File: src/hw/rtl/dns_name_to_dotted_text_macros.svh
// assertion macros for the dns name to dotted text block
// expects clk_i and rst_ni in the scope of the including module
`ifndef DNS_NAME_TO_DOTTED_TEXT_MACROS_SVH
`define DNS_NAME_TO_DOTTED_TEXT_MACROS_SVH

// property that must hold at every clock edge out of reset
`define DNT_ASSERT_ALWAYS(label, cond, msg) \
  label: assert property (@(posedge clk_i) disable iff (!rst_ni) (cond)) else $error(msg);

// implication checked in the same cycle
`define DNT_ASSERT_IMPL(label, ante, cons, msg) \
  label: assert property (@(posedge clk_i) disable iff (!rst_ni) (ante) |-> (cons)) \
    else $error(msg);

`endif

File: src/hw/rtl/dnt_pkg.sv
// shared types and constants of the dns name to dotted text block
// no dependencies
`default_nettype none

package dnt_pkg;

  // wire format limits
  localparam logic [7:0] MAX_LABEL = 8'd63;
  localparam logic [8:0] MAX_NAME  = 9'd255;

  // text characters
  localparam logic [7:0] CHAR_DOT   = 8'h2e;
  localparam logic [7:0] CHAR_SPACE = 8'h20;
  localparam logic [7:0] CHAR_ZERO  = 8'h30;
  localparam logic [7:0] CHAR_NUL   = 8'h00;

  // error codes of a result
  localparam logic [1:0] ERR_OK         = 2'd0;
  localparam logic [1:0] ERR_NAME_LONG  = 2'd1;
  localparam logic [1:0] ERR_LABEL_LONG = 2'd2;

  // kind of work handed from front to back
  typedef enum logic [1:0] {
    CMD_DATA,
    CMD_END,
    CMD_ERR
  } cmd_kind_e;

  // one classified byte
  typedef struct packed {
    cmd_kind_e  kind;
    logic [7:0] value;  // data byte
    logic       flag;   // data: dot follows, end: root name
    logic [1:0] err;    // error code for CMD_ERR
  } cmd_t;

  // queue status seen by the back end
  typedef struct packed {
    logic head_valid;
    cmd_t head;
  } q_head_t;

endpackage

`default_nettype wire

File: src/hw/rtl/dns_name_to_dotted_text.sv
// top level of the dns wire-format name to dotted text converter
// depends on dnt_pkg, dnt_front, dnt_queue, dnt_back and the macros header
`default_nettype none
`include "dns_name_to_dotted_text_macros.svh"

// Takes a wire-format DNS name one byte per push and gives its dotted text
// form one character per pop, closing each name with a NUL flagged is_last
// (or an error result with out_char 0). The front end takes one byte every
// cycle while the command queue (QUEUE_DEPTH entries) has room; the back
// end emits one character per cycle into its output register while it is
// empty or popped. A label's length byte yields none, a plain data byte
// one, the last byte of a label one more for the dot, an escaped control
// byte up to five, so a byte yields 0 to 5 characters and the sustained
// rate is bounded by that one character per cycle. cfg writes the escape
// character and is always ready; write it only while no name is in flight.
module dns_name_to_dotted_text import dnt_pkg::*; #(
  parameter int unsigned QUEUE_DEPTH = 4
) (
  input  wire logic       clk_i,
  input  wire logic       rst_ni,
  input  wire logic       cfg_valid_i,
  output logic            cfg_ready_o,
  input  wire logic [7:0] cfg_data_i,
  input  wire logic       push,
  output logic            full,
  input  wire logic [7:0] name_byte_i,
  output logic            empty,
  input  wire logic       pop,
  output logic [7:0]      out_char_o,
  output logic            is_last_o,
  output logic [1:0]      error_code_o
);

  logic [7:0] esc_q;
  logic       accept, enq, deq;
  cmd_t       cmd;
  q_head_t    head;

  assign cfg_ready_o = 1'b1;
  assign accept      = push && !full;

  // escape character register
  always_ff @(posedge clk_i or negedge rst_ni) begin
    if (!rst_ni) begin
      esc_q <= 8'd0;
    end else if (cfg_valid_i && cfg_ready_o) begin
      esc_q <= cfg_data_i;
    end
  end

  // byte parser
  dnt_front u_front (
    .clk_i       (clk_i),
    .rst_ni      (rst_ni),
    .accept_i    (accept),
    .name_byte_i (name_byte_i),
    .enq_o       (enq),
    .cmd_o       (cmd)
  );

  // command queue
  dnt_queue #(
    .DEPTH (QUEUE_DEPTH)
  ) u_queue (
    .clk_i  (clk_i),
    .rst_ni (rst_ni),
    .enq_i  (enq),
    .cmd_i  (cmd),
    .deq_i  (deq),
    .full_o (full),
    .head_o (head)
  );

  // character generator
  dnt_back u_back (
    .clk_i         (clk_i),
    .rst_ni        (rst_ni),
    .escape_char_i (esc_q),
    .head_i        (head),
    .deq_o         (deq),
    .pop_i         (pop),
    .empty_o       (empty),
    .out_char_o    (out_char_o),
    .is_last_o     (is_last_o),
    .error_code_o  (error_code_o)
  );

  // checks
  `DNT_ASSERT_ALWAYS(a_no_enq_when_full, !(enq && full), "command lost at full queue")
  `DNT_ASSERT_IMPL(a_err_is_last, !empty && error_code_o != ERR_OK, is_last_o, "error result not last")
  `DNT_ASSERT_IMPL(a_last_is_nul, !empty && is_last_o, out_char_o == CHAR_NUL, "last result not NUL")
  `DNT_ASSERT_IMPL(a_deq_has_head, deq, head.head_valid, "dequeue from empty queue")

endmodule

`default_nettype wire

File: src/hw/rtl/dnt_front.sv
// front end: parses wire-format bytes and classifies them into commands
// depends on dnt_pkg
`default_nettype none

module dnt_front import dnt_pkg::*; (
  input  wire logic       clk_i,
  input  wire logic       rst_ni,
  input  wire logic       accept_i,
  input  wire logic [7:0] name_byte_i,
  output logic            enq_o,
  output cmd_t            cmd_o
);

  logic [7:0] pos_q, pos_d;
  logic [5:0] rem_q, rem_d;
  logic       expect_q, expect_d;
  logic [8:0] span;

  assign span = {1'b0, pos_q} + 9'd1 + {1'b0, name_byte_i};

  // classify the byte and advance the parse state
  always_comb begin
    pos_d       = pos_q;
    rem_d       = rem_q;
    expect_d    = expect_q;
    enq_o       = 1'b0;
    cmd_o.kind  = CMD_DATA;
    cmd_o.value = name_byte_i;
    cmd_o.flag  = 1'b0;
    cmd_o.err   = ERR_OK;
    if (accept_i) begin
      if (expect_q) begin
        if (name_byte_i == CHAR_NUL) begin
          enq_o      = 1'b1;
          cmd_o.kind = CMD_END;
          cmd_o.flag = (pos_q == 8'd0);
          pos_d      = 8'd0;
          rem_d      = 6'd0;
          expect_d   = 1'b1;
        end else if (span >= MAX_NAME) begin
          enq_o      = 1'b1;
          cmd_o.kind = CMD_ERR;
          cmd_o.err  = ERR_NAME_LONG;
          pos_d      = 8'd0;
          rem_d      = 6'd0;
          expect_d   = 1'b1;
        end else if (name_byte_i > MAX_LABEL) begin
          enq_o      = 1'b1;
          cmd_o.kind = CMD_ERR;
          cmd_o.err  = ERR_LABEL_LONG;
          pos_d      = 8'd0;
          rem_d      = 6'd0;
          expect_d   = 1'b1;
        end else begin
          // label start, nothing to emit
          rem_d    = name_byte_i[5:0];
          expect_d = 1'b0;
          pos_d    = pos_q + 8'd1;
        end
      end else begin
        enq_o      = 1'b1;
        cmd_o.kind = CMD_DATA;
        cmd_o.flag = (rem_q <= 6'd1);
        pos_d      = pos_q + 8'd1;
        rem_d      = (rem_q != 6'd0) ? rem_q - 6'd1 : 6'd0;
        if (rem_q <= 6'd1) begin
          expect_d = 1'b1;
        end
      end
    end
  end

  // parse state
  always_ff @(posedge clk_i or negedge rst_ni) begin
    if (!rst_ni) begin
      pos_q    <= 8'd0;
      rem_q    <= 6'd0;
      expect_q <= 1'b1;
    end else begin
      pos_q    <= pos_d;
      rem_q    <= rem_d;
      expect_q <= expect_d;
    end
  end

endmodule

`default_nettype wire

File: src/hw/rtl/dnt_queue.sv
// command queue between front and back end
// depends on dnt_pkg
`default_nettype none

module dnt_queue import dnt_pkg::*; #(
  parameter int unsigned DEPTH = 4
) (
  input  wire logic clk_i,
  input  wire logic rst_ni,
  input  wire logic enq_i,
  input  wire cmd_t cmd_i,
  input  wire logic deq_i,
  output logic      full_o,
  output q_head_t   head_o
);

  localparam int unsigned AW = (DEPTH > 1) ? $clog2(DEPTH) : 1;
  localparam int unsigned CW = $clog2(DEPTH + 1);
  localparam logic [AW-1:0] LAST_IDX = AW'(DEPTH - 1);
  localparam logic [CW-1:0] FULL_CNT = CW'(DEPTH);

  cmd_t          mem_q [DEPTH];
  logic [AW-1:0] wr_q, rd_q;
  logic [CW-1:0] cnt_q;
  logic          do_wr, do_rd;

  assign full_o            = (cnt_q == FULL_CNT);
  assign head_o.head_valid = (cnt_q != '0);
  assign head_o.head       = mem_q[rd_q];
  assign do_wr             = enq_i && !full_o;
  assign do_rd             = deq_i && head_o.head_valid;

  // storage
  always_ff @(posedge clk_i) begin
    if (do_wr) begin
      mem_q[wr_q] <= cmd_i;
    end
  end

  // pointers and fill count
  always_ff @(posedge clk_i or negedge rst_ni) begin
    if (!rst_ni) begin
      wr_q  <= '0;
      rd_q  <= '0;
      cnt_q <= '0;
    end else begin
      if (do_wr) begin
        wr_q <= (wr_q == LAST_IDX) ? '0 : wr_q + AW'(1);
      end
      if (do_rd) begin
        rd_q <= (rd_q == LAST_IDX) ? '0 : rd_q + AW'(1);
      end
      if (do_wr && !do_rd) begin
        cnt_q <= cnt_q + CW'(1);
      end else if (do_rd && !do_wr) begin
        cnt_q <= cnt_q - CW'(1);
      end
    end
  end

endmodule

`default_nettype wire

File: src/hw/rtl/dnt_back.sv
// back end: expands commands into text characters, one per cycle while the output is empty or popped
// depends on dnt_pkg
`default_nettype none

module dnt_back import dnt_pkg::*; (
  input  wire logic       clk_i,
  input  wire logic       rst_ni,
  input  wire logic [7:0] escape_char_i,
  input  wire q_head_t    head_i,
  output logic            deq_o,
  input  wire logic       pop_i,
  output logic            empty_o,
  output logic [7:0]      out_char_o,
  output logic            is_last_o,
  output logic [1:0]      error_code_o
);

  logic [2:0] step_q, step_d;
  logic       ovalid_q, ovalid_d;
  logic [7:0] ochar_q;
  logic       olast_q;
  logic [1:0] oerr_q;

  cmd_t       cmd;
  logic       esc_on, is_ctl, is_dotesc, load, pop_ok;
  logic [2:0] body_len, total;
  logic [7:0] ch;
  logic       last;
  logic [1:0] tens;
  logic [5:0] ones;

  assign cmd       = head_i.head;
  assign esc_on    = (escape_char_i != CHAR_NUL);
  assign is_ctl    = esc_on && (cmd.value <= CHAR_SPACE);
  assign is_dotesc = esc_on && (cmd.value == CHAR_DOT);
  assign pop_ok    = pop_i && ovalid_q;
  assign load      = head_i.head_valid && (!ovalid_q || pop_ok);

  // decimal digits of a control byte, at most 32
  always_comb begin
    if (cmd.value[5:0] >= 6'd30) begin
      tens = 2'd3;
      ones = cmd.value[5:0] - 6'd30;
    end else if (cmd.value[5:0] >= 6'd20) begin
      tens = 2'd2;
      ones = cmd.value[5:0] - 6'd20;
    end else if (cmd.value[5:0] >= 6'd10) begin
      tens = 2'd1;
      ones = cmd.value[5:0] - 6'd10;
    end else begin
      tens = 2'd0;
      ones = cmd.value[5:0];
    end
  end

  // character for the current step of the command
  always_comb begin
    body_len = is_ctl ? 3'd4 : (is_dotesc ? 3'd2 : 3'd1);
    total    = 3'd1;
    ch       = CHAR_NUL;
    last     = 1'b0;
    case (cmd.kind)
      CMD_DATA: begin
        total = body_len + {2'b00, cmd.flag};
        if (step_q >= body_len) begin
          ch = CHAR_DOT;
        end else if (is_ctl) begin
          case (step_q)
            3'd0:    ch = escape_char_i;
            3'd1:    ch = CHAR_ZERO;
            3'd2:    ch = CHAR_ZERO + {6'd0, tens};
            default: ch = CHAR_ZERO + {2'b00, ones};
          endcase
        end else if (is_dotesc && step_q == 3'd0) begin
          ch = escape_char_i;
        end else begin
          ch = cmd.value;
        end
      end
      CMD_END: begin
        total = cmd.flag ? 3'd2 : 3'd1;
        if (cmd.flag && step_q == 3'd0) begin
          ch = CHAR_DOT;
        end else begin
          last = 1'b1;
        end
      end
      default: begin
        last = 1'b1;
      end
    endcase
  end

  // step through the command and refill the output register
  always_comb begin
    step_d   = step_q;
    deq_o    = 1'b0;
    ovalid_d = ovalid_q;
    if (pop_ok) begin
      ovalid_d = 1'b0;
    end
    if (load) begin
      ovalid_d = 1'b1;
      if (step_q == total - 3'd1) begin
        step_d = 3'd0;
        deq_o  = 1'b1;
      end else begin
        step_d = step_q + 3'd1;
      end
    end
  end

  always_ff @(posedge clk_i or negedge rst_ni) begin
    if (!rst_ni) begin
      step_q   <= 3'd0;
      ovalid_q <= 1'b0;
    end else begin
      step_q   <= step_d;
      ovalid_q <= ovalid_d;
    end
  end

  // result payload
  always_ff @(posedge clk_i) begin
    if (load) begin
      ochar_q <= ch;
      olast_q <= last;
      oerr_q  <= (cmd.kind == CMD_ERR) ? cmd.err : ERR_OK;
    end
  end

  assign empty_o      = !ovalid_q;
  assign out_char_o   = ochar_q;
  assign is_last_o    = olast_q;
  assign error_code_o = oerr_q;

endmodule

`default_nettype wire

File: config.mk
export PLATFORM = sky130hd
export DESIGN_NAME = dns_name_to_dotted_text
export DESIGN_NICKNAME = d
export VERILOG_FILES = /design/src/hw/rtl/dnt_pkg.sv /design/src/hw/rtl/dns_name_to_dotted_text.sv /design/src/hw/rtl/dnt_front.sv /design/src/hw/rtl/dnt_queue.sv /design/src/hw/rtl/dnt_back.sv
export VERILOG_INCLUDE_DIRS = /design/src /design/src/hw/rtl
export SDC_FILE = /design/constraint.sdc
export NUM_CORES = 1
export LEC_CHECK = 0
export ABC_AREA = 1
export BUFFER_PORTS_ARGS = -buffer_cell sky130_fd_sc_hd__buf_2
export CORE_MARGIN = 5
export CORE_UTILIZATION = 40
export CTS_CLUSTER_DIAMETER = 60
export DETAILED_ROUTE_END_ITERATION = 10
export REMOVE_ABC_BUFFERS = 1
export SYNTH_ARGS = -nofsm -noshare
export SYNTH_HDL_FRONTEND = slang
export SYNTH_SLANG_ARGS = --single-unit
File: constraint.sdc
create_clock -name clk_i -period 5.7 [get_ports clk_i]
set_input_delay 0.57 -clock clk_i [delete_from_list [all_inputs] [get_ports clk_i]]
set_output_delay 0.57 -clock clk_i [all_outputs]
set_load 0.03 [all_outputs]
==> results of run 1 <==
[cells by family (layout without fill, tap and decap cells)]
logic type / Yosys count / after routing / share of synthesized area, %
AOI/OAI and AO/OA: 104 / 104 / 10.08
xor gates and xnor gates: 20 / 20 / 3.004
adders and majority gates: 40 / 40 / 8.839
buffers and inverters: 99 / 141 / 7.230
DFF: 97 / 97 / 47.05
muxes: 1 / 1 / 0.1931
other: 1 / 1 / 0.06430
and+or+nand+nor: 293 / 293 / 23.54
[final timing paths]
| kind | end | slack [ns] | depth (start not counted) | start |
|---|---|---|---|---|
| worst min register to register | u_back.ovalid_q | 0.50 | 2 | u_queue.cnt_q[2] |
| worst max register to register | u_queue.cnt_q[1] | 0.89 | 27 | u_queue.rd_q[0] |
| max in group asynchronous | esc_q[7] | 4.82 | 1 | rst_ni |
| worst max-delay path | u_queue.cnt_q[1] | 0.89 | 27 | u_queue.rd_q[0] |
| min in group clk_i | u_back.ovalid_q | 0.42 | 2 | pop |
| worst min-delay path | u_front.rem_q[2] | 0.33 | 1 | rst_ni |
[worst max-delay path, delay by kind of cell, from the launching register on]
family	cells	cell delay (ns)
DFF	1	0.59
buffers and inverters	7	0.85
adders and majority gates	6	1.40
xor gates and xnor gates	1	0.23
muxes	1	0.27
and+or+nand+nor	12	1.34
[per-layer routing]
layer / global-route usage (%) / up-vias / part of all wire [%]
met2: 27.11 / 86 / 49
met4: 7.078 / 0 / 2.9
met5: 0 / - / 0
li1: - / 2271 / -
met3: 2.967 / 28 / 3.4
met1: 19.75 / 2077 / 45
[stage by stage]
stage / cell area [µm²] / util (%)
finish: 6521 / 45.21
global route: 6521 / 45.21
CTS: 6521 / 45.21
detailed placement: 6182 / 42.86
global placement: 6182 / 42.86
floorplan: 5734 / -
[placed cells by master (no fill, tap or decap), types with 3 or more instances in the layout]
cell type and instances:
nor3_1 8, inv_2 6, xor2_1 14, inv_1 77, buf_2 33, o21ai_1 4
o21ai_0 39, nor2_1 53, o211ai_1 7, nand4_1 15, o21ai_2 4, nand2_1 137
nand2_2 11, nand2_4 4, ha_1 38, nand3_2 6, buf_4 7, edfxtp_1 63
o22ai_1 3, a31oi_1 4, dfrtp_1 33, clkbuf_16 10, nand3_1 47, a21oi_1 35
xnor2_1 6
[cell type report]
| cell class | count | share of cell area [%] |
|---|---|---|
| well taps | 184 | 3.530 |
| clock inverters | 5 | 1.305 |
| multi-input cells | 459 | 40.89 |
| inverters | 85 | 4.969 |
| flip-flops and latches | 97 | 42.08 |
| clock buffers | 11 | 3.895 |
| repair buffers | 40 | 3.338 |
[registers in the layout, indices dropped and copies added, names as in the netlist]
| register | count |
|---|---|
| u_back.out_char_o | 8 |
| u_back.ovalid_q | 1 |
| u_front.expect_q | 1 |
| u_queue.mem_q | 52 |
| u_back.step_q | 3 |
| u_front.pos_q | 8 |
| u_queue.cnt_q | 3 |
| u_back.is_last_o | 1 |
| u_queue.wr_q | 2 |
| u_back.error_code_o | 2 |
| esc_q | 8 |
| u_queue.rd_q | 2 |
| u_front.rem_q | 6 |
[power breakdown]
| group | switching (W) | total [W] | internal (W) |
|---|---|---|---|
| Clock | 0.000266 | 0.000680 | 0.000414 |
| Sequential | 0.000128 | 0.00109 | 0.000965 |
| Combinational | 0.00131 | 0.00197 | 0.000661 |
| Total | 0.00170 | 0.00374 | 0.00204 |
==> metrics.md, run 1 <==
| Metric | Value |
|---|---|
| Seq/Total Area, Yosys | 47.05% |
| Total number of vias | 4,462 |
| Initial DRC count | 256 |
| Vias in the first global route | 4,453 |
| Total wire length | 12,950 µm |
| Count of input and output buffers | 33 |
| Leakage | 2.950 nW |
| Tcrit/Tclk final | 84.45% |
| Cts hold-fix bufs | 0 |
| Die H | 130.7 µm |
| Minimum clock period | 4.814 ns |
| Clock transition at the registers of the reported paths | 0.07 ns |
| Worst EP required | 5.93 ns |
| Post-DRT Antenna Nets | 0 |
| Die width | 130.7 µm |
| Vias/cell | 5.065 |
| DR pass1 iterations | 4 |
| Die area | 0.01709 mm² |
| Final setup fails | 0 |
| Crit end category | flop |
| Pwr Total | 0.003739 W |
| Setup WS post-layout | 0.8862 ns |
| Post-CTS Setup Inserts | 0 |
| Post-synth top area share | 32.44% |
| Initial Util | 40.43% |
| Register bit total from synthesis | 97 |
| Synth cell count leaders | nand2_1 (137), inv_1 (77), edfxtp_1 (63) |
| Max Freq | 0.2077 GHz |
| Post-Route Setup TNS | 0 ns |
| Area contributors post-synth | edfxtp_1 (32%), dfrtp_1 (14%), nand2_1 (8.8%), ha_1 (8.2%), inv_1 (5.0%) |
| Worst slew pin tran | 1.161 ns |
| CTS Buf Count | 9 |
| Syn. warnings | 0 |
| Largest net degree at the start of global routing | 35 |
| Worst skew pair latency | 0.35 ns |
| Nets@finish | 753 |
| Synth unique cells | 46 |
| Fin. Hold Viols | 0 |
| Yosys top cell by area | edfxtp_1 |
| Htree depth | 3 |
| N_diodes | 0 |
| Pwr Density | 573.4 mW/mm² |
| DP Cell Count | 865 |
| Share of layout cells above drive strength 1 | 14.20% |
| Startpoint types | flop |
| Register area | 0.002744 mm² |
| CTS Root Cell | clkbuf_16 |
| Wire length per cell | 14.69 µm |
| Post_cts resized | 0 |
| Max VDD drop | 204.7 µV |
| Sink Count | 97 |
| Placer congestion estimate | 0.9167 |
| Max clock buf depth | 2 |
| Hold slack | 0.3320 ns |
| Area grow syn2layout | 11.82% |
| Status | complete, no violations |
| Multi-input combinational cell area | 0.002666 mm² |
| Slew Limit Fails | 0 |
| Hpwl dp | 9765 µm |
| Fill count | 1,402 |
| Core ar. | 0.01442 mm² |
| Critical Path Slowest Stage Cell | dfrtp_1 |
| Most frequent CP cell | nand2_1 |
| Synthesized netlist cell count | 655 |
| Crit path DAT | 5.04 ns |
| Max-cap violation count | 0 |
| Post-synth top flop | edfxtp_1 |
| Slew HR | 22.28% |
| RSZ-0062 raised after global routing | no |
| Most common cell in the netlist | nand2_1 |
| Post-Place Worst Slack | 0.8941 ns |
| Worst-path fanout max | 25 |
| Syn Area/Cell | 8.904 µm² |
| EDFF count, synth | 63 |
| First-pass GRT wire length | 21,420 µm |
| Mapped Area | 0.005832 mm² |
| Post-synthesis async set-or-reset flop share | 35.05% |
| Io pins | 35 |
| GR Overflow Total | 0 |
| Skew final | 0.01152 ns |
| Slowest stage delay, CP | 0.59 ns |
| Kind of critical path | reg2reg |
| CTS tree | done |
| Std-Cell Rows | 44 |
| DRC errors left | 0 |
| Non-filler cells, final | 881 |
| Worst Hold Class | in2async |
| Initial antenna violation count | 0 |
| Total track usage | 15.93% |
(Power assumes the default switching activity.)
==> run 2, diff against run 1 <==
- clock period: 5.7 -> 5.04 ns (I/O delays scaled with it)
==> metrics.md, run 2 (synthesis gave the netlist of run 1 again) <==
| Metric | Value |
|---|---|
| Initial DRC count | 269 (+5.1%) |
| Core ar. | 0.01442 mm² (unchanged) |
| Post-Route Setup TNS | 0 ns (unchanged) |
| Vias in the first global route | 4,541 (+2.0%) |
| Max-cap violation count | 0 (unchanged) |
| Fill count | 1,392 (-0.71%) |
| Worst skew pair latency | 0.35 ns (about the same) |
| Hpwl dp | 9606 µm (-1.6%) |
| Largest register FFs | 52 (unchanged) |
| Htree depth | 3 (unchanged) |
| Skew final | 0.01010 ns (-0.001425 ns) |
| Worst Hold Class | in2async |
| Post-DRT Antenna Nets | 0 (unchanged) |
| Placed instance area | 0.006197 mm² (+0.24%) |
| Io pins | 35 (unchanged) |
| Most frequent cells in the layout | nand2_1 (137), inv_1 (77), edfxtp_1 (63) |
| Pwr Density | 634.3 mW/mm² (+11%) |
| Worst EP required | 5.27 ns (-0.66 ns) |
| Kind of critical path | reg2reg |
| Initial Util | 40.43% (unchanged) |
| Slowest stage delay, CP | 0.54 ns (-0.05 ns) |
| Buf/Inv on CP | 6 (-1) |
| Total track usage | 15.83% (-0.10 points) |
| CTS Buf Count | 9 (unchanged) |
| Vias/cell | 5.102 (+0.74%) |
| Max VDD drop | 239.1 µV (+17%) |
| Die width | 130.7 µm (unchanged) |
| Worst-path fanout max | 13 (-48%) |
| Worst slew pin tran | 0.8855 ns (-0.2760 ns) |
| Hold slack | 0.2746 ns (-0.05743 ns) |
| Leakage | 2.933 nW (-0.55%) |
| Worst Reg2Reg Path Length in Cells | 25 (-7.4%) |
| Fin. Hold Viols | 0 (unchanged) |
| RSZ-0062 raised after global routing | no |
| Critical Path Slowest Stage Cell | dfrtp_1 |
| GR Overflow Total | 0 (unchanged) |
| Tcrit/Tclk final | 91.44% (+7.0 points) |
| Most common cell after layout, fill and taps aside | nand2_1 |
| Core Util, Final | 44.96% (-0.25 points) |
| Cell family with most CP delay | adder cells |
| Placer congestion estimate | 0.9183 (+0.17%) |
| Total number of vias | 4,505 (+0.96%) |
| Post-CTS Setup Inserts | 0 (unchanged) |
| Wire length per cell | 14.38 µm (-2.1%) |
| Std-Cell Rows | 44 (unchanged) |
| Fin area | 0.006485 mm² (-0.56%) |
| CTS tree | done |
| Die H | 130.7 µm (unchanged) |
| CTS Root Cell | clkbuf_16 |
| Total wire length | 12,700 µm (-1.9%) |
| Slew Limit Fails | 0 (unchanged) |
| Cell depth of the worst setup path | 25 (-7.4%) |
| DRC errors left | 0 (unchanged) |
| N_diodes | 0 (unchanged) |
| Startpoint types | flop |
| Crit path DAT | 4.84 ns (-0.20 ns) |
| Clock transition at the registers of the reported paths | 0.07 ns (about the same) |
| First-pass GRT wire length | 21,530 µm (+0.52%) |
| Largest net degree at the start of global routing | 35 (unchanged) |
| Area grow syn2layout | 11.20% |
| Crit end category | flop |
| Pwr Total | 0.004113 W (+10%) |
| Nets@finish | 755 (+0.27%) |
| Slew HR | 40.97% (+19 points) |
| Max Freq | 0.2170 GHz (+4.4%) |
| Status | complete, no violations |
| Share of layout cells above drive strength 1 | 14.59% (+0.39 points) |
| Initial antenna violation count | 0 (unchanged) |
| DR pass1 iterations | 5 (+1) |
| Sink Count | 97 (unchanged) |
| Max clock buf depth | 2 (unchanged) |
| Die area | 0.01709 mm² (unchanged) |
| Count of input and output buffers | 33 (unchanged) |
| Final setup fails | 0 (unchanged) |
| Reg with most FFs | u_queue.mem_q |
| Minimum clock period | 4.609 ns (-0.2050 ns) |
-- run 2: cell type report --
cell class,instances,area [µm²],share of cell area (%)
Sequential cell,97,2745,42.33
Multi-Input combinational cell,459,2666,41.12
Inverter,85,324.1,4.997
Timing Repair Buffer,42,232.7,3.589
Tap cell,184,230.2,3.550
Clock buffer,10,229.0,3.531
Clock inverter,6,57.56,0.8875
-- run 2: repair_timing --
action,CTS,global route
gates resized for setup,0,1
setup endpoints to repair,0,2
hold buffers,0,0
-- run 2: metrics by stage --
stage          instances  worst slack [ns]
5_1_grt              883          0.001489
3_5_place_dp         867            0.3972
4_1_cts              883            0.3758
2_1_floorplan        641            0.4352
6_report             883            0.4313
3_3_place_gp         867            0.5859
-- run 2: path summary, 6_finish.rpt --
path | from | endpoint | slack, ns
hold / removal | rst_ni | u_front.rem_q[5] | 0.27
setup / recovery | u_queue.rd_q[1] | u_queue.cnt_q[1] | 0.43
hold reg to reg | u_queue.cnt_q[2] | u_back.ovalid_q | 0.51
setup reg to reg | u_queue.rd_q[1] | u_queue.cnt_q[1] | 0.43
max in group asynchronous | rst_ni | u_queue.rd_q[0] | 4.15
min in group clk_i | pop | u_back.ovalid_q | 0.36
-- run 2: metal layers --
layer / vias to the layer above / wire (µm) / global-route usage [%]
met1: 2106 / 5592 / 19.36
met2: 102 / 6310 / 27.29
met5: - / 0 / 0
li1: 2273 / - / -
met3: 24 / 521 / 3.699
met4: 0 / 274 / 5.808
-- run 2: report_power, final --
group          internal, W  switching [W]  leakage, nW
logic             0.000758        0.00146         1.78
clock network     0.000347       0.000308        0.141
registers          0.00109       0.000145         1.01
